===== config.mk =====
export PLATFORM = sky130hd
export DESIGN_NAME = aapr_front
export DESIGN_NICKNAME = d
export VERILOG_FILES = /design/src/sv/aapr_pkg.sv /design/src/sv/aapr_front.sv
export SDC_FILE = /design/constraint.sdc
export NUM_CORES = 1
export LEC_CHECK = 0
export BUFFER_PORTS_ARGS = -buffer_cell sky130_fd_sc_hd__buf_2
export CORE_MARGIN = 2
export CORE_UTILIZATION = 30
export CTS_CLUSTER_SIZE = 12
export DETAILED_ROUTE_END_ITERATION = 8
export GPL_ROUTABILITY_DRIVEN = 0
export SLEW_MARGIN = 25
export SYNTH_ARGS = -nofsm -noshare
export SYNTH_HDL_FRONTEND = slang
export SYNTH_SLANG_ARGS = --single-unit
export TNS_END_PERCENT = 1

===== constraint.sdc =====
create_clock -name i_clk -period 12.59 [get_ports i_clk]
set_clock_uncertainty 0.15 [all_clocks]
set_input_delay 3.1475 -clock i_clk [delete_from_list [all_inputs] [get_ports i_clk]]
set_output_delay 3.1475 -clock i_clk [all_outputs]
set_load 0.02 [all_outputs]

===== src/sv/aapr_pkg.sv =====
// shared types, constants and the cordic angle table for the axis-angle point rotator
// no dependencies
package aapr_pkg;

    localparam int unsigned CordicSteps = 30;
    localparam int unsigned StepW       = 5;
    localparam int unsigned QueueDepth  = 4;
    localparam int unsigned QueueAw     = 2;

    localparam logic signed [33:0] CordicGain  = 34'sd652032874;
    localparam logic signed [32:0] QuarterTurn = 33'sd1073741824;
    localparam logic signed [32:0] HalfTurn    = 33'sd2147483648;

    localparam logic [7:0] RegAxisX = 8'd0;
    localparam logic [7:0] RegAxisY = 8'd1;
    localparam logic [7:0] RegAxisZ = 8'd2;
    localparam logic [7:0] RegAngle = 8'd3;

    typedef struct packed {
        logic signed [31:0] w;
        logic signed [31:0] z;
        logic signed [31:0] y;
        logic signed [31:0] x;
    } t_point;

    typedef struct packed {
        logic signed [23:0] w;
        logic signed [23:0] z;
        logic signed [23:0] y;
        logic signed [23:0] x;
    } t_quat;

    typedef enum logic [1:0] {
        CS_IDLE,
        CS_ITER,
        CS_FINISH
    } t_cordic_state;

    function automatic logic signed [32:0] atan_entry(input logic [StepW-1:0] idx);
        logic signed [32:0] v;
        case (idx)
            5'd0:  v = 33'sh020000000;
            5'd1:  v = 33'sh012E4051E;
            5'd2:  v = 33'sh009FB385B;
            5'd3:  v = 33'sh0051111D4;
            5'd4:  v = 33'sh0028B0D43;
            5'd5:  v = 33'sh00145D7E1;
            5'd6:  v = 33'sh000A2F61E;
            5'd7:  v = 33'sh000517C55;
            5'd8:  v = 33'sh00028BE53;
            5'd9:  v = 33'sh000145F2F;
            5'd10: v = 33'sh0000A2F98;
            5'd11: v = 33'sh0000517CC;
            5'd12: v = 33'sh000028BE6;
            5'd13: v = 33'sh0000145F3;
            5'd14: v = 33'sh00000A2FA;
            5'd15: v = 33'sh00000517D;
            5'd16: v = 33'sh0000028BE;
            5'd17: v = 33'sh00000145F;
            5'd18: v = 33'sh000000A30;
            5'd19: v = 33'sh000000518;
            5'd20: v = 33'sh00000028C;
            5'd21: v = 33'sh000000146;
            5'd22: v = 33'sh0000000A3;
            5'd23: v = 33'sh000000051;
            5'd24: v = 33'sh000000029;
            5'd25: v = 33'sh000000014;
            5'd26: v = 33'sh00000000A;
            5'd27: v = 33'sh000000005;
            5'd28: v = 33'sh000000003;
            5'd29: v = 33'sh000000001;
            default: v = '0;
        endcase
        return v;
    endfunction

endpackage


===== src/sv/aapr_front.sv =====
// input acceptance and the point queue feeding the arithmetic pipeline
// depends on aapr_pkg
module aapr_front import aapr_pkg::*; (
    input  logic   i_clk,
    input  logic   i_rst_n,
    input  logic   i_s_valid,
    input  t_point i_s_data,
    output logic   o_s_ready,
    input  logic   i_hold,
    input  logic   i_pop,
    output logic   o_q_valid,
    output t_point o_q_data
);

    t_point             r_mem [QueueDepth];
    logic [QueueAw-1:0] r_wr, r_rd;
    logic [QueueAw:0]   r_count;
    logic               w_push, w_pop;

    assign o_s_ready = (r_count != (QueueAw+1)'(QueueDepth)) && !i_hold;
    assign w_push    = i_s_valid && o_s_ready;
    assign o_q_valid = (r_count != '0);
    assign w_pop     = i_pop && o_q_valid;
    assign o_q_data  = r_mem[r_rd];

    always_ff @(posedge i_clk) begin
        if (!i_rst_n) begin
            r_wr    <= '0;
            r_rd    <= '0;
            r_count <= '0;
        end else begin
            if (w_push) r_wr <= r_wr + 1'b1;
            if (w_pop)  r_rd <= r_rd + 1'b1;
            r_count <= r_count + (QueueAw+1)'(w_push) - (QueueAw+1)'(w_pop);
        end
    end

    always_ff @(posedge i_clk) begin
        if (w_push) begin
            r_mem[r_wr] <= i_s_data;
        end
    end

endmodule


==> flow_summary_export.csv <==
group,metric,value,unit
run_status,status,"finished clean",
run,maxCapViolCount,0,
clocking,htreeDepth,2,
sta,setup_ws,5.773,ns
sta,period_share,54.14,%
sta,setup_violations,0,
cells_and_area,layout_commonest_cell,"edfxtp_1",
synth,netlist_area,19050,um2
drt,via_per_inst,4.493,
clocking,clk_pin_slew_worst_paths,0.06,ns
clocking,root_buffer,"clkbuf_16",
drt,dr.first_iter.drc_count,591,
drt,drc_errors,0,
die,coreArea,62970,um2
synth,yosys.area_share.simple,0.4926,%
sta,fmax,0.1467,GHz
synth,synth-seq-area-share,81.66,%
sta,hold_ws,0.3594,ns
drt,wire_per_inst,20.23,um
synth,synth_nets,857,
drt,num_vias,8532,
cells_and_area,final_core_utilization,36.41,%
clocking,cts_resized,0,
die,num_rows,92,
setup_path,worstPathArrival,3.52,ns
synth,avgSynthCellArea,26.57,um2
synth,synthAdderAreaFrac,0.4992,%
die,dieArea,65530,um2
synth,yosys.area.top_type,"edfxtp_1",
synth,yosysWarnings,0,
global_routing,grt_use_met2,19.04,%
cells_and_area,area_growth,20.33,%
sta,fin_tns_setup,0,ns
setup_path,start_kind,"input port",
clocking,clockBufferDepth,3,
synth,synth_top_area_share,80.71,%
sta,rsz0062_at_grt,"no",
drt,routed_wl,38410,um
synth,yosys-mux-area-fraction,15.24,%
placed_design,hpwl,22410,um
global_routing,busiest_layer,"met2",
cells_and_area,final_cell_mix,"512 x edfxtp_1, 262 x buf_2, 128 x mux4_2",
clocking,cts_tree,"built",
global_routing,grt.total_usage,11.67,%
setup_path,crit_required,9.29,ns
power_and_ir_drop,leakagePower,7.441,nW
setup_path,cp_max_fo,2,
synth,synth_compound_area_share,0.1642,%
synth,synth_area_leaders,"edfxtp_1 81%, mux4_2 15%, buf_12 1.1%, dfxtp_1 0.95%, ha_1 0.39%",
setup_path,path_class,"in -> out",
clocking,numCtsBuffers,55,
clocking,clk-insertion-delay-late,0.59,ns
synth,synth_xor_area_share,0.1839,%
drt,drtAntennaViolNets,0,
global_routing,grt_max_degree,61,
cells_and_area,nNetsFinal,1160,
clocking,cts_setup_buffers,0,
power_and_ir_drop,peakVddDrop,0.0001297,V
synth,synthFlopType,"edfxtp_1",
die,die-width,256.0,um
cells_and_area,drive_gt1_share,45.48,%
synth,synth_top_family_by_area,"multiplexers",
sta,finalHoldViolations,0,
min_path,hold_path_class,"reg -> reg",
synth,synth_edf_count,512,
die,start_util,30.25,%
global_routing,grt_pass1_vias,9179,
sta,drv_slew,0,
setup_path,worst_setup_path_end_kind,"primary output",
global_routing,antenna_found_initial,6,
synth,ys_ff_latch,521,
clocking,hold_buffers,0,
global_routing,grt_pass1_wl,57620,um
drt,firstDrtPassIters,4,
synth,synth_cell_type_count,22,
global_routing,grt_use_met3,4.219,%
sta,tightest_slew,1.008,ns
sta,min_period,6.817,ns
power_and_ir_drop,powerDensity,197.6,nW/um2
placed_design,place_ws,5.779,ns
synth,async_flop_share,0,%
placed_design,portBuffers,262,
die,dieHeight,256.0,um
clocking,clkSinkCount,521,
global_routing,grt_overflow,0,
global_routing,gr-usage-met1,14.52,%
sta,slew_headroom,32.81,%
die,io_pins,263,
power_and_ir_drop,finalPower,4.530,mW
synth,syn_inst,717,
## flip-flops by register name (all words and copies together), names as in the netlist, named ones only
signal,cells
r_mem,512
r_count,3
r_rd,2
r_wr,2
## stage by stage
stage / cells / instance area (um2)
3_5_place_dp: 1809 / 21220
5_1_grt: 1898 / 22920
4_1_cts: 1897 / 22910
2_1_floorplan: 717 / 19050
3_3_place_gp: 1809 / 21220
6_report: 1899 / 22920
## per-layer routing
| layer | wire [um] | part of all wire, % |
|---|---|---|
| met4 | 946 | 2.5 |
| met3 | 2811 | 7.3 |
| met5 | 74 | 0.19 |
| met2 | 18870 | 49 |
| met1 | 15710 | 41 |
## final timing paths
kind	start	to	slack, ns	depth (start not counted)
setup / recovery	i_hold	o_s_ready	5.77	3
setup reg to reg	r_count[1]$_SDFF_PN0_	r_mem[1][77]$_DFFE_PP_	9.59	4
hold reg to reg	r_wr[1]$_SDFFE_PN0P_	r_wr[1]$_SDFFE_PN0P_	0.36	2
hold / removal	r_wr[1]$_SDFFE_PN0P_	r_wr[1]$_SDFFE_PN0P_	0.36	2
## synthesized netlist by cell type, types with 3 or more instances
library cell	number
and2_1	7
buf_12	10
buf_2	13
buf_6	4
dfxtp_1	9
edfxtp_1	512
ha_1	6
inv_1	5
mux4_2	128
nand2_1	4
nor2b_1	3
xnor2_1	4
## cell families after synthesis
kind of cell,Yosys count
xor gates and xnor gates,4
and+or+nand+nor,17
adders and majority gates,7
DFF,521
muxes,130
AOI/OAI and AO/OA,4
buffers and inverters,34
## final cells by class
type / instances / area [um2]
fillers: 5747 / 40040
flip-flops and latches: 521 / 15560
multi-input cells: 162 / 3168
clock buffers: 67 / 1421
repair buffers: 275 / 1416
well taps: 846 / 1059
clock inverters: 21 / 272.8
inverters: 5 / 18.77
diodes: 2 / 5.005
## report_power, final
part	switching [mW]	internal, mW	leakage, nW
Sequential	0.0486	1.99	4.72
Clock	0.637	0.900	0.814
Combinational	0.544	0.411	1.91
Total	1.23	3.30	7.44
## critical path: stages
cell and delay, ns:
buf_2 0.10, a21oi_1 0.10, buf_2 0.17
Power figures use the tool's default switching activity.
