File: src/sv/aapr_pkg.sv
// shared types, constants and the cordic angle table for the axis-angle point rotator
// no dependencies
package aapr_pkg;

    localparam int unsigned CordicSteps = 30;
    localparam int unsigned StepW       = 5;
    localparam int unsigned QueueDepth  = 4;
    localparam int unsigned QueueAw     = 2;

    localparam logic signed [33:0] CordicGain  = 34'sd652032874;
    localparam logic signed [32:0] QuarterTurn = 33'sd1073741824;
    localparam logic signed [32:0] HalfTurn    = 33'sd2147483648;

    localparam logic [7:0] RegAxisX = 8'd0;
    localparam logic [7:0] RegAxisY = 8'd1;
    localparam logic [7:0] RegAxisZ = 8'd2;
    localparam logic [7:0] RegAngle = 8'd3;

    typedef struct packed {
        logic signed [31:0] w;
        logic signed [31:0] z;
        logic signed [31:0] y;
        logic signed [31:0] x;
    } t_point;

    typedef struct packed {
        logic signed [23:0] w;
        logic signed [23:0] z;
        logic signed [23:0] y;
        logic signed [23:0] x;
    } t_quat;

    typedef enum logic [1:0] {
        CS_IDLE,
        CS_ITER,
        CS_FINISH
    } t_cordic_state;

    function automatic logic signed [32:0] atan_entry(input logic [StepW-1:0] idx);
        logic signed [32:0] v;
        case (idx)
            5'd0:  v = 33'sh020000000;
            5'd1:  v = 33'sh012E4051E;
            5'd2:  v = 33'sh009FB385B;
            5'd3:  v = 33'sh0051111D4;
            5'd4:  v = 33'sh0028B0D43;
            5'd5:  v = 33'sh00145D7E1;
            5'd6:  v = 33'sh000A2F61E;
            5'd7:  v = 33'sh000517C55;
            5'd8:  v = 33'sh00028BE53;
            5'd9:  v = 33'sh000145F2F;
            5'd10: v = 33'sh0000A2F98;
            5'd11: v = 33'sh0000517CC;
            5'd12: v = 33'sh000028BE6;
            5'd13: v = 33'sh0000145F3;
            5'd14: v = 33'sh00000A2FA;
            5'd15: v = 33'sh00000517D;
            5'd16: v = 33'sh0000028BE;
            5'd17: v = 33'sh00000145F;
            5'd18: v = 33'sh000000A30;
            5'd19: v = 33'sh000000518;
            5'd20: v = 33'sh00000028C;
            5'd21: v = 33'sh000000146;
            5'd22: v = 33'sh0000000A3;
            5'd23: v = 33'sh000000051;
            5'd24: v = 33'sh000000029;
            5'd25: v = 33'sh000000014;
            5'd26: v = 33'sh00000000A;
            5'd27: v = 33'sh000000005;
            5'd28: v = 33'sh000000003;
            5'd29: v = 33'sh000000001;
            default: v = '0;
        endcase
        return v;
    endfunction

endpackage

File: src/sv/aapr_cordic.sv
// half-angle sine/cosine by iterative cordic and the rotation quaternion
// depends on aapr_pkg
module aapr_cordic import aapr_pkg::*; (
    input  logic               i_clk,
    input  logic               i_rst_n,
    input  logic               i_start,
    input  logic signed [15:0] i_axis_x,
    input  logic signed [15:0] i_axis_y,
    input  logic signed [15:0] i_axis_z,
    input  logic        [15:0] i_angle,
    output logic               o_busy,
    output t_quat              o_quat
);

    t_cordic_state       r_state, n_state;
    logic signed [33:0]  r_x, r_y;
    logic signed [32:0]  r_z;
    logic [StepW-1:0]    r_step;
    logic                r_flip;
    t_quat               r_quat;

    logic signed [32:0]  w_z0;
    logic signed [33:0]  w_dx, w_dy, w_cos;
    logic signed [49:0]  w_px, w_py, w_pz;
    logic signed [49:0]  w_half;

    always_comb begin
        n_state = r_state;
        case (r_state)
            CS_IDLE:   n_state = CS_IDLE;
            CS_ITER:   if (r_step == StepW'(CordicSteps - 1)) n_state = CS_FINISH;
            CS_FINISH: n_state = CS_IDLE;
            default:   n_state = CS_IDLE;
        endcase
        if (i_start) begin
            n_state = CS_ITER;
        end
    end

    always_comb begin
        case (r_state)
            CS_IDLE: o_busy = 1'b0;
            default: o_busy = 1'b1;
        endcase
    end

    always_ff @(posedge i_clk) begin
        if (!i_rst_n) begin
            r_state <= CS_IDLE;
        end else begin
            r_state <= n_state;
        end
    end

    always_comb begin
        w_z0   = 33'({i_angle, 15'd0});
        w_dx   = r_y >>> r_step;
        w_dy   = r_x >>> r_step;
        w_cos  = r_flip ? -r_x : r_x;
        w_half = 50'sd1 <<< 23;
        w_px   = (50'(r_y) * 50'(i_axis_x) + w_half) >>> 24;
        w_py   = (50'(r_y) * 50'(i_axis_y) + w_half) >>> 24;
        w_pz   = (50'(r_y) * 50'(i_axis_z) + w_half) >>> 24;
    end

    always_ff @(posedge i_clk) begin
        if (i_start) begin
            r_x    <= CordicGain;
            r_y    <= '0;
            r_step <= '0;
            if (w_z0 > QuarterTurn) begin
                r_z    <= HalfTurn - w_z0;
                r_flip <= 1'b1;
            end else begin
                r_z    <= w_z0;
                r_flip <= 1'b0;
            end
        end else if (r_state == CS_ITER) begin
            r_step <= r_step + 1'b1;
            if (!r_z[32]) begin
                r_x <= r_x - w_dx;
                r_y <= r_y + w_dy;
                r_z <= r_z - atan_entry(r_step);
            end else begin
                r_x <= r_x + w_dx;
                r_y <= r_y - w_dy;
                r_z <= r_z + atan_entry(r_step);
            end
        end else if (r_state == CS_FINISH) begin
            r_quat.x <= 24'(w_px);
            r_quat.y <= 24'(w_py);
            r_quat.z <= 24'(w_pz);
            r_quat.w <= 24'((w_cos + 34'sd512) >>> 10);
        end
    end

    assign o_quat = r_quat;

endmodule

File: config.mk
export PLATFORM = sky130hd
export DESIGN_NAME = aapr_cordic
export DESIGN_NICKNAME = d
export VERILOG_FILES = /design/src/sv/aapr_pkg.sv /design/src/sv/aapr_cordic.sv
export SDC_FILE = /design/constraint.sdc
export NUM_CORES = 2
export LEC_CHECK = 0
export BUFFER_PORTS_ARGS = -buffer_cell sky130_fd_sc_hd__buf_2
export CORE_ASPECT_RATIO = 2
export CORE_MARGIN = 3
export CORE_UTILIZATION = 45
export CTS_CLUSTER_SIZE = 14
export DETAILED_ROUTE_END_ITERATION = 10
export SLEW_MARGIN = 20
export SYNTH_ARGS = -nofsm -noshare
export SYNTH_HDL_FRONTEND = slang
export SYNTH_SLANG_ARGS = --single-unit
File: constraint.sdc
create_clock -name i_clk -period 22.1 [get_ports i_clk]
set_input_delay 4.42 -clock i_clk [delete_from_list [all_inputs] [get_ports i_clk]]
set_output_delay 4.42 -clock i_clk [all_outputs]
set_load 0.02 [all_outputs]
==> results.cfg <==
[run_status]
status = complete, no violations

[placement]
place.gp.congestion = 0.980
place_ws_ps = 10320
portBuffers = 163
dp.final_hpwl_um = 174000
dp.cells = 10262
placed_area_um2 = 75900

[floorplan]
die_h_um = 578
core_um2 = 162000
ioPinCount = 164
rows = 209
die_x_um = 292
start_util = 0.454
die-area_um2 = 169000

[global_routing]
grt_pass1_wl_um = 359000
grt_antenna_before_repair = 19
first_global_vias = 64961
grt-ovfl-total = 0
grt_max_degree = 76
grt_util_all_layers = 0.277

[route]
num_vias = 57824
drc_errors = 0
vias_per_cell = 5.60
wl_um = 228000
routedWlPerCell_um = 22.1
ant_nets = 0
dr.pass1.iters = 6
drtIter0Drc = 3248

[cts]
postCtsSetupBuffers = 0
cts_buffer_depth = 3
cts_htree_levels = 1
insertion_delay_ps = 700
clockRootBuffer = clkbuf_16
clkSinkCount = 235
cts_buffers = 30
clkTransAtPathRegs_ps = 60
cts_resized = 0
cts_hold_buf = 0
cts_tree = yes

[sta]
slew_viol_final = 0
max_freq_mhz = 90.7
slew_headroom = 0.235
tns_ps = 0
timing.final.crit_share = 0.499
worst_pin_slew_ps = 1150
fin_ws_ps = 11070
post-route-min-period_ps = 11030
rsz0062_at_grt = false
setup_viol_count_final = 0
fin_worst_skew_ps = 34.3
hold_viol_final = 0

[synth]
synthDistinctLibCells = 93
seq_area_frac_synth = 0.0814
avgSynthCellArea_um2 = 8.76
synth-seq-cells = 235
synth_edf_count = 130
async_flop_share = 0
syn_area_um2 = 73700
yosys_warnings = 0
netlist_instances = 8419
ys.flop_type = edfxtp_1
syn_nets = 10434

[finish]
layout_commonest_cell = inv_1
final_net_count = 10199
mostFrequentLayoutCells = 1809 x inv_1, 1500 x fa_1, 1174 x nand2_1
layoutNonFillerInstCount = 10328
final_area_um2 = 77000
syn2layout_area_growth_pct = 4.42
drive_above_1_share = 0.0596

[critical_path]
cp_data_required_time_ps = 22530
start_kind = input pin
worst_path_max_delay_cell = buf_2
crit_type = input pin to flip-flop
crit_chain = buf_2 > nand2_1 > fa_1 > inv_1 > fa_1 > inv_1 > fa_1 > inv_1 > fa_1 > fa_1 > inv_1 > fa_1 > inv_1 > ha_1 > and4_1 > a221o_1 > a2111oi_0 > o21ai_0 > nand4_1 > a21oi_1 > o2111ai_1 > nand2_1 > a221oi_1 > xnor2_1
cp_common_cell = fa_1
arrival_ps = 11450
path_max_fanout = 34
max_stage_delay_ps = 610
crit_path_end_kind = flip-flop

[run]
drv_cap = 0

[min_path]
hold_path.class = flip-flop to flip-flop
-- final timing paths --
path	from	end	slack (ps)	depth (start not counted)
worst min-delay path	r_y[3]	r_y[3]	520	2
worst max register to register	r_step[0]	r_x[33]	13560	22
worst min register to register	r_y[3]	r_y[3]	520	2
worst max-delay path	i_axis_y[7]	o_quat[47]	11070	24
-- cells in the mapped netlist (all sizes together) (67+ instances only) --
master | n | area (µm²)
xor2 | 123 | 1080
nand2 | 1174 | 4410
a21oi | 267 | 1340
mux4 | 74 | 1670
xnor2 | 205 | 1800
o21ai | 155 | 776
nand3 | 67 | 335
fa | 1500 | 30000
clkbuf | 455 | 1710
a21o | 79 | 593
ha | 448 | 5610
nor2 | 326 | 1220
inv | 1813 | 6810
edfxtp | 130 | 3900
and2 | 652 | 4080
dfxtp | 105 | 2100
nor3 | 69 | 345
-- final cells by class --
type / count / area [µm²]
Sequential cell: 235 / 6070
Multi-Input combinational cell: 5858 / 58900
Inverter: 1816 / 6820
Antenna cell: 10 / 25.0
Timing Repair Buffer: 243 / 1420
Fill cell: 15761 / 85400
Clock buffer: 40 / 875
Tap cell: 2110 / 2640
Clock inverter: 16 / 229
-- metrics by stage --
step | utilization | hold slack [ps]
after global routing | 0.474 | 579
after global placement | 0.467 | 510
after detailed placement | 0.467 | 515
final | 0.474 | 523
after floorplan | - | 467
after CTS | 0.474 | 529
-- cells by family after synthesis --
group | after synthesis | synth area share
AND/OR/NAND/NOR | 2541 | 0.164
buffers and inverters | 2326 | 0.120
adder cells (fa/ha/maj) | 1949 | 0.483
AO/OA/AOI/OAI | 883 | 0.0775
XOR/XNOR | 329 | 0.0393
flip-flops | 235 | 0.0814
multiplexers | 156 | 0.0345
-- routing by layer --
layer	part of all wire	vias to the layer above	GRT usage
met4	0.085	6	0.197
met3	0.045	872	0.0289
met5	0.00016	-	0
met2	0.55	1949	0.541
met1	0.32	29826	0.267
li1	-	25171	-
-- worst max-delay path, delay by kind of cell --
kind                     cells  cell delay [ps]
adder cells (fa/ha/maj)      7             3360
AO/OA/AOI/OAI                6             1830
buffers and inverters        6              880
AND/OR/NAND/NOR              4              840
XOR/XNOR                     1              110
Power is left out: the tool's default activity adds up to more than one toggle a clock period on the data nets, which glitch-free logic cannot reach.
